## config.mk

```make
export PLATFORM = sky130hd
export DESIGN_NAME = tcw_queue
export DESIGN_NICKNAME = d
export VERILOG_FILES = /design/src/design/tcw_pkg.sv /design/src/design/tcw_queue.sv
export SDC_FILE = /design/constraint.sdc
export NUM_CORES = 1
export LEC_CHECK = 0
export BUFFER_PORTS_ARGS = -buffer_cell sky130_fd_sc_hd__clkbuf_2
export CORE_ASPECT_RATIO = 0.6
export CORE_MARGIN = 5
export CORE_UTILIZATION = 51
export CTS_CLUSTER_DIAMETER = 120
export DETAILED_ROUTE_END_ITERATION = 8
export GPL_ROUTABILITY_DRIVEN = 0
export GPL_TIMING_DRIVEN = 0
export MAX_ROUTING_LAYER = met4
export PLACE_DENSITY_LB_ADDON = 0.25
export REMOVE_ABC_BUFFERS = 1
export SYNTH_ARGS = -nofsm -noshare
export SYNTH_HDL_FRONTEND = slang
export SYNTH_SLANG_ARGS = --single-unit
```

## constraint.sdc

```tcl
create_clock -name clk -period 3.22 [get_ports clk]
set_clock_uncertainty 0.1 [all_clocks]
set_input_delay 0.161 -clock clk [delete_from_list [all_inputs] [get_ports clk]]
set_output_delay 0.161 -clock clk [all_outputs]
set_load 0.05 [all_outputs]
```

## src/design/tcw_pkg.sv

```systemverilog
// Shared types and constants for the text console writer.
package tcw_pkg;

  localparam int COLUMNS_DEF = 80;
  localparam int ROWS_DEF    = 24;
  localparam int QUEUE_DEPTH_DEF = 2;

  localparam logic [7:0] NEWLINE_CODE = 8'h0A;
  localparam logic [7:0] SPACE_CODE   = 8'h20;
  localparam logic [7:0] RESET_COLOR  = 8'h0F;

  // Cell word in the screen store: character in the high byte.
  localparam int CELL_W = 16;
  localparam int POS_OUT_W = 11;

  typedef enum logic [1:0] {
    OP_READ,
    OP_NEWLINE,
    OP_PUT
  } op_t;

  // Classified request as it waits in the queue.
  typedef struct packed {
    op_t        op;
    logic       in_range;
    logic [7:0] character;
    logic [7:0] color;
    logic [4:0] read_row;
    logic [6:0] read_col;
  } item_t;

  typedef struct packed {
    logic [POS_OUT_W-1:0] cursor_position;
    logic                 scrolled;
    logic [7:0]           cell_char;
    logic [7:0]           cell_color;
  } res_t;

endpackage

```

## src/design/tcw_queue.sv

```systemverilog
// Short request queue between the front and back ends.
module tcw_queue import tcw_pkg::*; #(
  parameter int DEPTH = QUEUE_DEPTH_DEF
) (
  input  logic  clk,
  input  logic  rst,
  input  logic  push,
  input  item_t push_item,
  input  logic  pop,
  output item_t head,
  output logic  empty,
  output logic  full
);

  localparam int PTR_W = (DEPTH > 1) ? $clog2(DEPTH) : 1;
  localparam int CNT_W = $clog2(DEPTH + 1);

  item_t             entries [DEPTH];
  logic [PTR_W-1:0]  wr_ptr;
  logic [PTR_W-1:0]  rd_ptr;
  logic [CNT_W-1:0]  count;

  assign empty = (count == '0);
  assign full  = (count == CNT_W'(DEPTH));
  assign head  = entries[rd_ptr];

  function automatic logic [PTR_W-1:0] ptr_inc(input logic [PTR_W-1:0] p);
    return (p == PTR_W'(DEPTH - 1)) ? '0 : p + 1'b1;
  endfunction

  always_ff @(posedge clk) begin
    if (push) begin
      entries[wr_ptr] <= push_item;
    end
    if (rst) begin
      wr_ptr <= '0;
      rd_ptr <= '0;
      count  <= '0;
    end else begin
      if (push) wr_ptr <= ptr_inc(wr_ptr);
      if (pop)  rd_ptr <= ptr_inc(rd_ptr);
      if (push && !pop) begin
        count <= count + 1'b1;
      end else if (pop && !push) begin
        count <= count - 1'b1;
      end
    end
  end

endmodule

```

======== Word-level counts from Yosys, hierarchy flattened ========
Memory sizes are Yosys's and may differ from the RTL's. A register that Yosys moved wholly into a read port is not among the register bits.
Index checks and enable logic that the tools add are counted.
operators by class
  $add $sub $neg .......................... 4
  $mul .................................... 0
  div/mod/pow operators ................... 0
  order comparisons ....................... 0
  eq/ne operators ......................... 1
  shifts and indexed selects .............. 0
  muxes and demuxes ....................... 8
  bitwise logic cells ..................... 0
  reductions and logical operators ........ 6
operator list
  cell                                                                 number
  1-bit two-way mux                                                    6
  2-bit two-way mux                                                    2
  1-bit adder (second input constant)                                  2
  2-bit by 1-bit adder with 2-bit output (second input constant)       1
  2-bit == test (second input constant)                                1
  1-bit logical AND                                                    2
  1-bit zero test                                                      2
  2-bit zero test                                                      1
  2-bit nonzero test                                                   1
  2-bit by 1-bit subtractor with 2-bit output (second input constant)  1
word-level totals
  bits in registers ....................... 4
  bits in latches ......................... 0
  memory bits (writable) .................. 62
  memory bits (read-only) ................. 0
  input bits .............................. 35
  output and inout port bits .............. 33
  memories ................................ 1
memories
  name     words  bits a word  rd ports  clocked after memory_dff  write ports  line             source
  entries  2      31           1         1                         1            tcw_queue.sv:18  item_t entries [DEPTH];

======== Logic depth before layout (Yosys ltp) ========
  depth after elaboration ................. 4
  depth in mapped cells ................... 5
  depth with buffers taken out ............ 5

======== Least setup slack after synthesis ========
OpenSTA, ideal clock, no wires.
  kind .................................... reg-to-reg
  start point ............................. reg wr_ptr
  end point ............................... mem entries[0][0] in the netlist's numbering (enable)
  arrival time ............................ 1.724 ns
  data required time ...................... 2.697 ns
  path slack .............................. 0.974 ns
  stages on the path, launching flop included .. 2
  buffers on the path ..................... 0
  clock period less this slack ............ 2.246 ns
  path through ............................ dfxtp_1 nor2b_1
RTL lines
  item                      line             source
  start: declaration        tcw_queue.sv:19  logic [PTR_W-1:0] wr_ptr;
  start signal: assignment  tcw_queue.sv:40  if (push) wr_ptr <= ptr_inc(wr_ptr);
  end: declaration          tcw_queue.sv:18
Straight into the memory's write port.

==> tab_implementation.tex <==
\begin{tabular}{lr}
\hline
Metric & Value \\
\hline
\multicolumn{2}{l}{\textbf{CTS}} \\
Maximum buffer depth of the clock tree & 2 \\
TritonCTS clock tree & built \\
Skew-Pair Late Insertion Delay & 0.33 ns \\
Count of clock tree sinks & 67 \\
Clock transition at path regs & 0.07 ns \\
CTS root buffer & clkbuf\_8 \\
Number of clock buffers inserted by TritonCTS & 9 \\
Post-CTS Setup Bufs & 0 \\
Post-CTS resize count & 0 \\
Htree depth & 3 \\
\multicolumn{2}{l}{\textbf{Logic synthesis}} \\
Number of flops mapped to enable cells by yosys & 62 \\
Sequential area share after synthesis & 80.6\% \\
Top cells by area, synth & edfxtp\_1 77\%, mux2\_2 14\%, dfxtp\_1 4.1\%, nor2\_1 0.77\%, xnor2\_1 0.72\% \\
Synth cell types & 15 \\
Yosys reg bits & 67 \\
Top cell types by occurrence after synthesis & 62 x edfxtp\_1, 31 x mux2\_2, 5 x dfxtp\_1, 5 x nor2\_1, 3 x buf\_2 \\
Fraction of the mapped netlist area in compound gates & 0.411\% \\
Combinational family with the most area after synthesis & multiplexers \\
Mux contribution to synthesized area & 14.3\% \\
Fraction of post-synthesis cell area in the top cell type by area & 76.5\% \\
Mapped Avg Cell Area & 20.6 µm² \\
FFs w/ async S/R, synth & 0\% \\
Synthesized area & 2430 µm² \\
Yosys warning total & 0 \\
Most numerous cell in the Yosys netlist & edfxtp\_1 \\
Commonest register cell after synthesis & edfxtp\_1 \\
Parity-gate share of the synthesized area counting xor and xnor cells & 1.44\% \\
Adder and majority gate portion of the synthesized area & 0.514\% \\
Dominant cell type by area after synthesis & edfxtp\_1 \\
Post-Synth Simple-Gate Area & 1.90\% \\
Number of standard cells after synthesis & 118 \\
\multicolumn{2}{l}{\textbf{Placed design}} \\
HPWL Detailed & 2.75 mm \\
\# port buffers & 67 \\
Number of placed instances with taps included & 245 \\
DP Area & 2840 µm² \\
\multicolumn{2}{l}{\textbf{Job}} \\
Max-capacitance violation count & 0 \\
\multicolumn{2}{l}{\textbf{Final layout}} \\
Layout Utilization & 73.7\% \\
Antenna Diode Count & 0 \\
Area added between synthesis and finish & 38.9\% \\
Nets & 261 \\
Post-route non-filler standard cell count & 293 \\
Share of cells above drive strength 1 & 50.9\% \\
Number of filler instances in the final layout & 289 \\
Post-Layout Inst Area & 3380 µm² \\
\multicolumn{2}{l}{\textbf{Route}} \\
Total vias in the final route & 1370 \\
DRT Pass-1 Iters & 4 \\
Final ANT Viol Nets & 0 \\
Metal3 WL & 307 µm \\
DRT iter0 DRCs & 98 \\
Average via count per standard cell & 4.68 \\
Detailed Route WL & 4.53 mm \\
Top sig layer & met4 \\
Detail Route met2 WL & 2.31 mm \\
Count of unresolved DRC violations after routing & 0 \\
Drt wl/cell & 15.5 µm \\
Met1 wire length & 1.89 mm \\
\multicolumn{2}{l}{\textbf{STA}} \\
Maximum frequency from static timing analysis & 481 MHz \\
Setup repair after global routing missed its margin & false \\
Setup Viol. Count Final & 0 \\
Worst Hold Slack & 0.0265 ns \\
Relative slew slack & 41.2\% \\
Sum Neg Setup Slack & 0 ns \\
Slew at the pin closest to its max-slew limit & 0.880 ns \\
Portion of the clock cycle consumed by the worst path in the final layout & 64.5\% \\
Pins over their slew limit & 0 \\
Final number of hold-violating endpoints & 0 \\
Final critical path time including I/O delays and setup & 2.08 ns \\
\multicolumn{2}{l}{\textbf{Critical path}} \\
Biggest fanout along the worst timing path & 31 \\
Type of element launching the critical path & flip-flop \\
Reg2Reg Depth & 1 \\
Category of the worst setup path capture point & output pin \\
Classification of the worst setup path & reg2out \\
Worst flop-to-flop path startpoint & wr\_ptr \\
Worst reg2reg endpoint & entries[1][5] \\
Required arrival time at the worst endpoint & 2.96 ns \\
Data arrival time at the worst-slack endpoint & 1.82 ns \\
Minimum setup slack among reg-to-reg paths & 1.67 ns \\
\multicolumn{2}{l}{\textbf{Die}} \\
Total number of placement rows & 19 \\
Floorplan die area & 6300 µm² \\
Initial Utilization & 53.0\% \\
Vertical extent of the die & 63.5 µm \\
I/O pin cnt & 68 \\
Die outline width & 99.2 µm \\
Core outline area & 4590 µm² \\
\multicolumn{2}{l}{\textbf{Power}} \\
Pwr per Cell Area & 638 nW/µm² \\
Largest voltage drop on the vdd net & 0.406 mV \\
Pleak & 1.31 nW \\
\multicolumn{2}{l}{\textbf{Hold path}} \\
Start point of the worst hold path & pop \\
Worst Hold Depth & 3 \\
Worst hold path class & in2reg \\
\multicolumn{2}{l}{\textbf{GRT}} \\
Total congestion overflow after global routing & 0 \\
Number of antenna violations at the first check in global routing & 0 \\
Wire length of the first global-routing pass & 7.36 mm \\
Pin count of the biggest net entering global routing & 32 \\
Gr usage total & 16.2\% \\
Number of global-route vias before repair & 1500 \\
\multicolumn{2}{l}{\textbf{Run status}} \\
Status & completed \\
\hline
\end{tabular}
==> per-stage QoR <==
stage / setup slack [ns] / total power [mW]
floorplan: 0.974 / 1.31
global placement: 0.352 / 1.40
detailed placement: 1.03 / 1.41
CTS: 0.639 / 2.17
global route: 1.04 / 2.26
finish: 1.14 / 2.16
==> placed cells by master, fill, tap and decap left out, types with 2 or more instances in the layout <==
master | netlist | final
bufinv_16 | 0 | 2
clkbuf_2 | 0 | 67
clkbuf_8 | 0 | 9
clkinvlp_4 | 0 | 2
dfxtp_1 | 5 | 4
dlygate4sd3_1 | 0 | 32
edfxtp_1 | 62 | 62
mux2_2 | 31 | 31
nor2_1 | 5 | 5
xnor2_1 | 2 | 2
xor2_1 | 2 | 2
==> cell families (layout without fill, tap and decap cells) <==
kind of cell,after synthesis,in the layout
DFF,67,67
muxes,31,31
and+or+nand+nor,9,9
xor gates and xnor gates,4,4
buffers and inverters,4,116
AOI/OAI and AO/OA,2,2
adders and majority gates,1,1
==> worst max-delay path: stages (launching register included) <==
cell      delay, ns
dfxtp_2        0.82
mux2_2         0.42
clkbuf_2       0.24
==> what timing repair did <==
item	4_1_cts	5_1_grt
setup endpoints to repair	0	0
endpoints found under the hold margin	67	0
hold buffers	32	0
==> registers in the layout, indices dropped and copies added, names as in the netlist, named ones only <==
register	flops
entries	62
count	2
rd_ptr	1
wr_ptr	1
==> power breakdown <==
group | leakage [nW] | internal, mW | switching, mW | total [mW]
logic | 0.586 | 0.124 | 0.250 | 0.374
registers | 0.624 | 1.01 | 0.0312 | 1.04
clock network | 0.103 | 0.432 | 0.305 | 0.738
==> area by class of cell <==
cell class              count  area, µm²  share of cell area (%)
flip-flops and latches     67       1960                    58.1
repair buffers             99        656                    19.4
multi-input cells          47        462                    13.7
clock buffers               9        124                    3.67
clock inverters             7       92.6                    2.74
well taps                  63       78.8                    2.33
inverters                   1       3.75                   0.111
==> metal layers <==
layer | GRT usage, % | vias to the layer above
met1 | 18.4 | 652
met2 | 25.3 | 46
met3 | 8.60 | 2
li1 | - | 670
met5 | - | -
met4 | 4.09 | 0
==> worst max path at each step <==
| stage | to | slack (ns) | depth (start not counted) |
|---|---|---|---|
| detailed placement | head[30] | 1.03 | 2 |
| CTS | head[6] | 0.64 | 2 |
| global route | head[1] | 1.04 | 2 |
| finish | head[6] | 1.14 | 2 |
| global placement | entries[0][1] | 0.35 | 1 |
| floorplan | entries[0][0] | 0.97 | 1 |
No activity file was read; power rests on OpenSTA's default activity.
