### src/design/tcw_pkg.sv
// Shared types and constants for the text console writer.
package tcw_pkg;

  localparam int COLUMNS_DEF = 80;
  localparam int ROWS_DEF    = 24;
  localparam int QUEUE_DEPTH_DEF = 2;

  localparam logic [7:0] NEWLINE_CODE = 8'h0A;
  localparam logic [7:0] SPACE_CODE   = 8'h20;
  localparam logic [7:0] RESET_COLOR  = 8'h0F;

  // Cell word in the screen store: character in the high byte.
  localparam int CELL_W = 16;
  localparam int POS_OUT_W = 11;

  typedef enum logic [1:0] {
    OP_READ,
    OP_NEWLINE,
    OP_PUT
  } op_t;

  // Classified request as it waits in the queue.
  typedef struct packed {
    op_t        op;
    logic       in_range;
    logic [7:0] character;
    logic [7:0] color;
    logic [4:0] read_row;
    logic [6:0] read_col;
  } item_t;

  typedef struct packed {
    logic [POS_OUT_W-1:0] cursor_position;
    logic                 scrolled;
    logic [7:0]           cell_char;
    logic [7:0]           cell_color;
  } res_t;

endpackage

### src/design/tcw_back.sv
// Back end: cursor, row ring, store accesses, row clearing and results.
module tcw_back import tcw_pkg::*; #(
  parameter int COLUMNS = COLUMNS_DEF,
  parameter int ROWS    = ROWS_DEF,
  localparam int COL_W  = $clog2(COLUMNS),
  localparam int ROW_W  = $clog2(ROWS),
  localparam int ADDR_W = ROW_W + COL_W
) (
  input  logic              clk,
  input  logic              rst,
  input  logic              q_empty,
  input  item_t             q_item,
  output logic              q_pop,
  input  logic [7:0]        default_color,
  output logic              init_busy,
  input  logic              out_stall,
  output logic              out_valid,
  output res_t              out_res,
  output logic              ram_we,
  output logic [ADDR_W-1:0] ram_waddr,
  output logic [CELL_W-1:0] ram_wdata,
  output logic              ram_re,
  output logic [ADDR_W-1:0] ram_raddr,
  input  logic [CELL_W-1:0] ram_rdata
);

  localparam int POS_W = $clog2(ROWS * COLUMNS);

  typedef enum logic [1:0] {
    ST_INIT,
    ST_IDLE,
    ST_READ,
    ST_CLEAR
  } state_t;

  state_t           state;
  logic [ROW_W-1:0] cursor_row;
  logic [COL_W-1:0] cursor_col;
  logic [POS_W-1:0] lin;
  logic [ROW_W-1:0] top;
  logic [ROW_W-1:0] clr_row;
  logic [COL_W-1:0] clr_col;
  logic [7:0]       fill_color;

  logic             issue;
  logic             res_load;
  logic             nl;
  logic             scroll;
  logic [ROW_W-1:0] phys_cur;
  logic [ROW_W-1:0] phys_read;
  logic [ROW_W-1:0] top_next;
  logic [ROW_W-1:0] row_next;
  logic [COL_W-1:0] col_next;
  logic [POS_W-1:0] lin_next;
  logic             clr_col_last;
  logic             clr_row_last;
  logic [ROW_W+4:0] rrow_ext;
  logic [COL_W+6:0] rcol_ext;

  function automatic logic [ROW_W-1:0] ring_add(input logic [ROW_W-1:0] a,
                                                input logic [ROW_W-1:0] b);
    logic [ROW_W:0] sum;
    sum = {1'b0, a} + {1'b0, b};
    if (sum >= (ROW_W + 1)'(ROWS)) begin
      sum = sum - (ROW_W + 1)'(ROWS);
    end
    return sum[ROW_W-1:0];
  endfunction

  function automatic logic [POS_OUT_W-1:0] to_pos(input logic [POS_W-1:0] p);
    logic [POS_W+POS_OUT_W-1:0] ext;
    ext = (POS_W + POS_OUT_W)'(p);
    return ext[POS_OUT_W-1:0];
  endfunction

  assign init_busy    = (state == ST_INIT);
  assign clr_col_last = (clr_col == COL_W'(COLUMNS - 1));
  assign clr_row_last = (clr_row == ROW_W'(ROWS - 1));
  assign issue        = (state == ST_IDLE) && !q_empty && (!out_valid || !out_stall);
  assign q_pop        = issue;
  // A result is loaded by any issued request except an in-range read, which
  // loads in the next cycle, from ST_READ, with the store data.
  assign res_load     = (issue && ((q_item.op != OP_READ) || !q_item.in_range)) ||
                        (state == ST_READ);

  always_comb begin
    rrow_ext  = (ROW_W + 5)'(q_item.read_row);
    rcol_ext  = (COL_W + 7)'(q_item.read_col);
    phys_cur  = ring_add(cursor_row, top);
    phys_read = ring_add(rrow_ext[ROW_W-1:0], top);
    top_next  = (top == ROW_W'(ROWS - 1)) ? '0 : top + 1'b1;

    // Newline, either explicit or from filling the last column.
    nl     = (q_item.op == OP_NEWLINE) ||
             (q_item.op == OP_PUT && cursor_col == COL_W'(COLUMNS - 1));
    scroll = issue && (q_item.op != OP_READ) && nl &&
             (cursor_row == ROW_W'(ROWS - 1));

    if (nl) begin
      col_next = '0;
      row_next = (cursor_row == ROW_W'(ROWS - 1)) ? cursor_row : cursor_row + 1'b1;
      lin_next = lin - POS_W'(cursor_col) +
                 ((cursor_row == ROW_W'(ROWS - 1)) ? '0 : POS_W'(COLUMNS));
    end else begin
      col_next = cursor_col + 1'b1;
      row_next = cursor_row;
      lin_next = lin + 1'b1;
    end

    ram_we    = 1'b0;
    ram_waddr = {clr_row, clr_col};
    ram_wdata = {SPACE_CODE, fill_color};
    case (state)
      ST_INIT: begin
        ram_we    = 1'b1;
        ram_wdata = {SPACE_CODE, RESET_COLOR};
      end
      ST_CLEAR: begin
        ram_we = 1'b1;
      end
      ST_IDLE: begin
        if (issue && q_item.op == OP_PUT) begin
          ram_we    = 1'b1;
          ram_waddr = {phys_cur, cursor_col};
          ram_wdata = {q_item.character, q_item.color};
        end
      end
      default: ;
    endcase

    ram_re    = issue && (q_item.op == OP_READ) && q_item.in_range;
    ram_raddr = {phys_read, rcol_ext[COL_W-1:0]};
  end

  always_ff @(posedge clk) begin
    if (rst) begin
      state      <= ST_INIT;
      cursor_row <= '0;
      cursor_col <= '0;
      lin        <= '0;
      top        <= '0;
      clr_row    <= '0;
      clr_col    <= '0;
      out_valid  <= 1'b0;
    end else begin
      if (res_load) begin
        out_valid <= 1'b1;
      end else if (out_valid && !out_stall) begin
        out_valid <= 1'b0;
      end
      case (state)
        ST_INIT: begin
          if (clr_col_last) begin
            clr_col <= '0;
            clr_row <= clr_row + 1'b1;
            if (clr_row_last) begin
              state <= ST_IDLE;
            end
          end else begin
            clr_col <= clr_col + 1'b1;
          end
        end
        ST_IDLE: begin
          if (issue) begin
            case (q_item.op)
              OP_READ: begin
                if (q_item.in_range) begin
                  state <= ST_READ;
                end else begin
                  out_res   <= '{cursor_position: to_pos(lin), scrolled: 1'b0,
                                 cell_char: 8'h00, cell_color: 8'h00};
                end
              end
              OP_NEWLINE, OP_PUT: begin
                cursor_row <= row_next;
                cursor_col <= col_next;
                lin        <= lin_next;
                out_res    <= '{cursor_position: to_pos(lin_next), scrolled: scroll,
                                cell_char: 8'h00, cell_color: 8'h00};
                if (scroll) begin
                  // Old top row becomes the new bottom row; clear it.
                  top        <= top_next;
                  clr_row    <= top;
                  clr_col    <= '0;
                  fill_color <= default_color;
                  state      <= ST_CLEAR;
                end
              end
              default: ;
            endcase
          end
        end
        ST_READ: begin
          out_res   <= '{cursor_position: to_pos(lin), scrolled: 1'b0,
                         cell_char: ram_rdata[15:8], cell_color: ram_rdata[7:0]};
          state     <= ST_IDLE;
        end
        ST_CLEAR: begin
          if (clr_col_last) begin
            state <= ST_IDLE;
          end else begin
            clr_col <= clr_col + 1'b1;
          end
        end
        default: state <= ST_INIT;
      endcase
    end
  end

  a_lin_matches_cursor: assert property (@(posedge clk) disable iff (rst)
    lin == POS_W'(cursor_row) * POS_W'(COLUMNS) + POS_W'(cursor_col))
    else $error("linear cursor out of step with row and column");

  a_clear_cursor_row: assert property (@(posedge clk) disable iff (rst)
    state == ST_CLEAR |-> clr_row == phys_cur)
    else $error("cleared row is not the cursor row");

  a_scroll_to_clear: assert property (@(posedge clk) disable iff (rst)
    scroll |=> state == ST_CLEAR && cursor_row == ROW_W'(ROWS - 1) && cursor_col == '0)
    else $error("scroll did not start row clearing at the bottom row");

  a_read_slot_free: assert property (@(posedge clk) disable iff (rst)
    state == ST_READ |-> !out_valid)
    else $error("read data would overwrite a pending result");

endmodule

### config.mk
export PLATFORM = sky130hd
export DESIGN_NAME = tcw_back
export DESIGN_NICKNAME = d
export VERILOG_FILES = /design/src/design/tcw_pkg.sv /design/src/design/tcw_back.sv
export SDC_FILE = /design/constraint.sdc
export NUM_CORES = 1
export LEC_CHECK = 0
export ABC_AREA = 1
export BUFFER_PORTS_ARGS = -buffer_cell sky130_fd_sc_hd__buf_2
export CORE_MARGIN = 1.5
export CORE_UTILIZATION = 49
export DETAILED_ROUTE_END_ITERATION = 16
export HOLD_SLACK_MARGIN = 0.03
export PLACE_DENSITY_LB_ADDON = 0.25
export SYNTH_ARGS = -nofsm -noshare
export SYNTH_HDL_FRONTEND = slang
export SYNTH_SLANG_ARGS = --single-unit
export TNS_END_PERCENT = 100
### constraint.sdc
create_clock -name clk -period 2.85 [get_ports clk]
set_input_delay 0.4275 -clock clk [delete_from_list [all_inputs] [get_ports clk]]
set_output_delay 0.4275 -clock clk [all_outputs]
set_load 0.005 [all_outputs]
# After elaboration in Yosys (flattened, before gate mapping)

Cells that the tools add are included.

Bits of input ports: 59
Bits in latches: 0
Register bits: 79
Bits in writable memories: 0
Logic and storage cells: 123
Memory bits (read-only): 0
Memories: 0

$lt $le $gt $ge: 2
Muxes and demuxes: 37
Equal/unequal tests: 21
Multiply operators: 0
Bitwise logic cells: 2
Divide/modulo/power cells: 0
Add/sub/neg operators: 12
Shift operators: 0
Reductions and logical operators: 36

Operators by type and width:

| operator              | count |
|---|---|
| $pmux 28 s2           | 2 |
| $mux 28               | 2 |
| $mux 7                | 7 |
| $mux 5                | 7 |
| $pmux 16 s2           | 1 |
| $reduce_and 5->1      | 5 |
| $mux 12               | 2 |
| $pmux 7 s3            | 1 |
| $mux 16               | 1 |
| $add 5x1->5 const B   | 3 |
| $eq 5x5->1 const B    | 3 |
| $add 7x1->7 const B   | 2 |
| $eq 7x7->1 const B    | 2 |
| $add 5x5->6           | 2 |
| $ge 6x5->1 const B    | 2 |
| $mux 2                | 6 |
| $add 11x1->11 const B | 1 |
| $add 11x7->11         | 1 |
| $logic_and 1x1->1     | 11 |
| $mux 11               | 1 |
| $sub 11x7->11         | 1 |
| $pmux 5 s2            | 1 |
| $sub 5x5->5 const B   | 2 |
| $ne 3x3->1 const B    | 3 |
| 19 further kinds      | 41 |

# Logic depth before layout (Yosys ltp)

Depth in word-level cells: 10
Gate-level depth with buffers: 15

# Worst setup path before layout

OpenSTA, ideal clock, no wires.

Path kind: reg2reg
From: register state[1]
To: register out_res[0] in the netlist's numbering, enable pin
Arrival: 2,567 ps
Period minus slack after synthesis: 2,990 ps
Cell stages (with the launch flop): 8
Slack: -140 ps
Cells stage by stage: dfxtp_1 > inv_1 > ha_1 > buf_4 > inv_1 > clkbuf_1 > nand2_1 > a21oi_1

Word-level cells in the longest chain between the ends: 5
Elaborated cells between the ends (all ways): 9
Classes of those cells: eq/ne (5); reduce/logical (4)

RTL lines:

| element                             | RTL line                        | RTL |
|---|---|---|
| from (decl)                         | tcw_back.sv:36                  | `state_t state;` |
| from (signal assigned)              | tcw_back.sv:137                 | `state <= ST_INIT;` |
| from (signal assigned)              | tcw_back.sv:157                 | `state <= ST_IDLE;` |
| from (signal assigned)              | tcw_back.sv:168                 | `state <= ST_READ;` |
| $eq 2x1->1                          | tcw_back.sv:79, tcw_back.sv:151 |  |
| $logic_and 1x1->1 (2 in series)     | tcw_back.sv:79                  | `assign issue = (state == ST_IDLE) && !q_empty && (!out_valid \|\| !out_stall);` |
| $ne 2x2->1 (no source line)         | --                              |  |
| $reduce_and 5->1 (no source line) * | --                              |  |
| to (signal assigned)                | tcw_back.sv:170                 | `out_res <= '{cursor_position: to_pos(lin), scrolled: 1'b0,` |
| to (signal assigned)                | tcw_back.sv:178                 | `out_res <= '{cursor_position: to_pos(lin_next), scrolled: scroll,` |
| to (signal assigned)                | tcw_back.sv:194                 | `out_res <= '{cursor_position: to_pos(lin), scrolled: 1'b0,` |
| to (decl)                           | tcw_back.sv:18                  | `output res_t out_res,` |

Mark *: on every way between the ends. The rest lies on a longest branch, timed or not.
A chain may end at the register's enable or synchronous reset.

# Final worst setup path

From: register state[1]
To: output port ram_waddr[10]

Word-level cells in the longest chain between the ends: 6

RTL lines:

| element                         | RTL line                        | RTL |
|---|---|---|
| $eq 2x1->1 *                    | tcw_back.sv:79, tcw_back.sv:113 |  |
| $logic_and 1x1->1 (2 in series) | tcw_back.sv:79                  |  |
| $logic_and 1x1->1               | tcw_back.sv:122                 | `if (issue && q_item.op == OP_PUT) begin` |
| $mux 12                         | tcw_back.sv:122                 |  |
| $mux 12 *                       | tcw_back.sv:113                 | `case (state)` |
| to (decl)                       | tcw_back.sv:20                  | `output logic [ADDR_W-1:0] ram_waddr,` |

Marked as above.

==> reports/results.tsv <==
stage	metric	value	unit
synth	Synth warnings	0	
timing	Least-Margin Pin Slew	804	ps
pwr	Pleak	0.00310	uW
floorplanning	I/O pin count	132	
synth	synthesized net count	859	
timing	Max Fclk	374	MHz
synth	Top FF cell, synth	dfxtp_1	
clock_tree	Setup Fix Bufs, Post-CTS	0	
route	wire length per cell	13.6	microns
global_routing	gr usage total	0.238	
timing	Final Hold Viols	0	
timing	max-slew violations	0	
timing	Worst Slack Setup Final	178	ps
layout	Final nets	964	
synth	sequential share of the synthesized area	0.353	
global_routing	grt ovf	0	
synth	most common cell in the netlist	nand2_1	
timing	RSZ-0062 raised after global routing	no	
global_routing	first-pass GRT wire length	22.0	mm
setup_path	worst path arrival time	2240	ps
layout	Final Util	0.579	
route	vias	5186	
synth	ys async rst share	0	
synth	Syn Inst Count	756	
clock_tree	worst skew pair latency	380	ps
route	Total Wirelength	13.7	mm
timing	Rel. slew slack	0.461	
synth	Netlist cell types	39	
setup_path	Startpoint Class	flop	
setup_path	worst path cell trace	inv_1 -> ha_1 -> nand2_2 -> nor2_8 -> inv_2 -> nor2_4 -> buf_4 -> nand2_1 -> nor2_1 -> nand2_1 -> o21ai_1 -> buf_2	
route	Initial DRT Pass Iterations	6	
setup_path	delay-heaviest family, CP	simple AND/OR/NAND/NOR gates	
setup_path	Most Frequent Cell on Critical Path	nand2_1	
synth	syn avg cell area	7.28	sq um
clock_tree	Clock transition at path regs	90	ps
setup_path	CP max-delay cell	dfxtp_1	
pwr	Peak VDD IR	0.000259	V
clock_tree	TritonCTS Buffers	9	
setup_path	crit path capture type	output port	
timing	min cycle time layout	2670	ps
setup_path	slowest cell delay on critical path	340	ps
setup_path	critical path buffer and inverter count	4	
timing	setup tns final	0	ps
timing	# setup viols final	0	
layout	synth-to-layout area growth	14.6	%
layout	FILL cells	1023	
synth	top cell type's share of synthesized area	0.196	
clock_tree	CTS Hold Bufs	0	
layout	Antenna Cells	0	
setup_path	flop2flop setup slack	210	ps
hold_path	hold path startpoint	default_color[7]	
setup_path	Crit Reg-Reg Endpoint	out_res[27]	
global_routing	initial antenna violation count	0	
setup_path	Max FO, Critical Path	20	
floorplanning	Initial Util	0.505	
clock_tree	Root Buffer Master	clkbuf_8	
synth	Yosys top cell by area	edfxtp_1	
floorplanning	die height	109	microns
hold_path	Hold Path Class	input pin to flop	
run_status	outcome	completed	
place	HPWL Detailed	10.5	mm
hold_path	WHS Path Cells	1	
route	Post-route DRC	0	
synth	Commonest cells post-synth	181 x nand2_1, 107 x inv_1, 68 x nand3_1	
route	1st-iter DRT viols	218	
place	I/O Buffers	117	
run	Max-Cap Viols	0	
hold_path	hold endpoint	fill_color[7]	
timing	Final period util	0.937	
setup_path	R2R depth	15	
clock_tree	clock sink count	79	
timing	Worst Skew	11.9	ps
floorplanning	# rows	38	
place	GPL Wtd Cong	0.908	
layout	layout cells sized above 1	0.202	
floorplanning	area of the core	0.0109	sq mm
synth	main area contributors after synthesis	edfxtp_1 20%, dfxtp_1 16%, nand2_1 12%, ha_1 8.9%, inv_1 7.3%	
setup_path	Crit Path Category	flop to output port	
route	DRT antenna net count	0	
place	dpl ws	133	ps
synth	Mapped Area	0.00550	sq mm
global_routing	largest net degree at the start of global routing	29	
floorplanning	chip width	109	microns
setup_path	Critical Path RT	2420	ps
global_routing	vias in the first global route	4780	
route	Avg Vias per Cell	5.16	
pwr	pwr dens	331	mW/mm^2
synth	Yosys reg bits	79	
clock_tree	Clock Tree Buf Depth	2	
clock_tree	H-tree levels	3	
floorplanning	Die ar.	0.0119	sq mm
synth	Post-synth EDFFs	36	
clock_tree	CTS tree	built	
setup_path	RR Startpoint	cursor_row[0]	
## placed cells by master, fill, tap and decap left out, types with 2 or more instances in the layout
cell	Yosys	final
nand2_2	4	4
dfxtp_2	0	5
fa_1	5	5
clkinvlp_4	0	3
edfxtp_1	36	36
a21oi_2	1	4
o21ai_0	43	42
nor2_1	64	64
nand4_2	2	2
clkinv_1	0	2
o21a_1	2	2
inv_1	107	107
nand2_1	181	181
dfxtp_1	43	38
xnor2_1	4	4
nor2_4	3	3
or2_2	4	4
xor2_1	13	13
buf_2	6	117
nand3b_1	3	3
nor2_2	2	2
ha_1	39	38
nor3_1	10	10
o211ai_1	2	2
nand3_1	68	68
o22ai_1	2	2
nand4_1	6	6
buf_4	12	7
inv_2	7	7
clkbuf_8	0	9
o21ai_1	3	4
a21oi_1	63	60
nand3_2	2	2
## state kept, by name, summed over array words and instances, names as in the netlist
register	count
clr_row	5
cursor_col	7
state	2
top	5
out_res	28
fill_color	8
clr_col	7
lin	11
cursor_row	5
out_valid	1
## metrics by stage
stage / hold WS (ps) / cell area, sq um / power (uW) / instances
2_1_floorplan: 468 / 5510 / 1290 / 756
3_3_place_gp: 485 / 6120 / 1350 / 990
3_5_place_dp: 506 / 6120 / 1350 / 990
4_1_cts: 210 / 6290 / 2100 / 1006
5_1_grt: 206 / 6300 / 2170 / 1006
6_report: 218 / 6300 / 2090 / 1006
## cell type report
| class | count | area [sq um] | area share |
|---|---|---|---|
| multi-input combinational | 533 | 2940 | 0.467 |
| sequential | 79 | 1950 | 0.309 |
| timing repair buffer | 124 | 638 | 0.101 |
| inverter | 114 | 428 | 0.0679 |
| tap | 140 | 175 | 0.0278 |
| clock buffer | 9 | 124 | 0.0197 |
| clock inverter | 7 | 47.5 | 0.00754 |
## kinds of logic (layout without fill, tap and decap cells)
kind of cell | after synthesis | in the layout | share of synthesized area
AO/OA/AOI/OAI | 118 | 118 | 0.113
XOR/XNOR | 17 | 17 | 0.0271
adder cells (fa/ha/maj) | 44 | 44 | 0.107
buffers and inverters | 144 | 254 | 0.115
flip-flops | 79 | 79 | 0.353
AND/OR/NAND/NOR | 354 | 354 | 0.286
## worst register-to-register path, cell delays in order (launching register included)
cell,delay [ps]
dfxtp_1,350
ha_2,230
nand4_4,130
inv_1,60
fa_1,470
inv_1,40
ha_1,360
nand2_1,110
nor2_1,150
nand3_1,110
nand3_1,90
nand2_1,50
nand3_1,80
nand3_1,80
nand2_1,60
inv_1,30
## report_power, final
part / switching [uW] / internal [uW]
Clock: 446 / 314
Combinational: 80.6 / 59.1
Sequential: 4.04 / 1180
## worst max path at each step
stage               depth (start not counted)  slack (ps)           from             to
finish                                     12         180       state[1]  ram_waddr[10]
global placement                           13         190  cursor_row[1]    out_res[26]
floorplan                                  13         330  cursor_row[1]    out_res[26]
CTS                                         8           2         top[0]  ram_raddr[11]
detailed placement                         13         130  cursor_row[1]    out_res[23]
global route                               15           9  cursor_row[0]    out_res[27]
## metal layers
metal  share of wire  wire length (microns)  track usage  vias to the layer above
met1            0.44                   5950        0.297                     2367
met5               0                      0            0                        -
li1                -                      -            -                     2649
met3           0.058                    792       0.0389                       25
met2            0.48                   6610        0.404                      145
met4           0.022                    306        0.103                        0
## repair_timing
action	in CTS	in global routing
hold endpoints to repair	0	0
gates resized for setup	0	9
setup endpoints to repair	0	10
No activity file was read; power rests on OpenSTA's default activity.
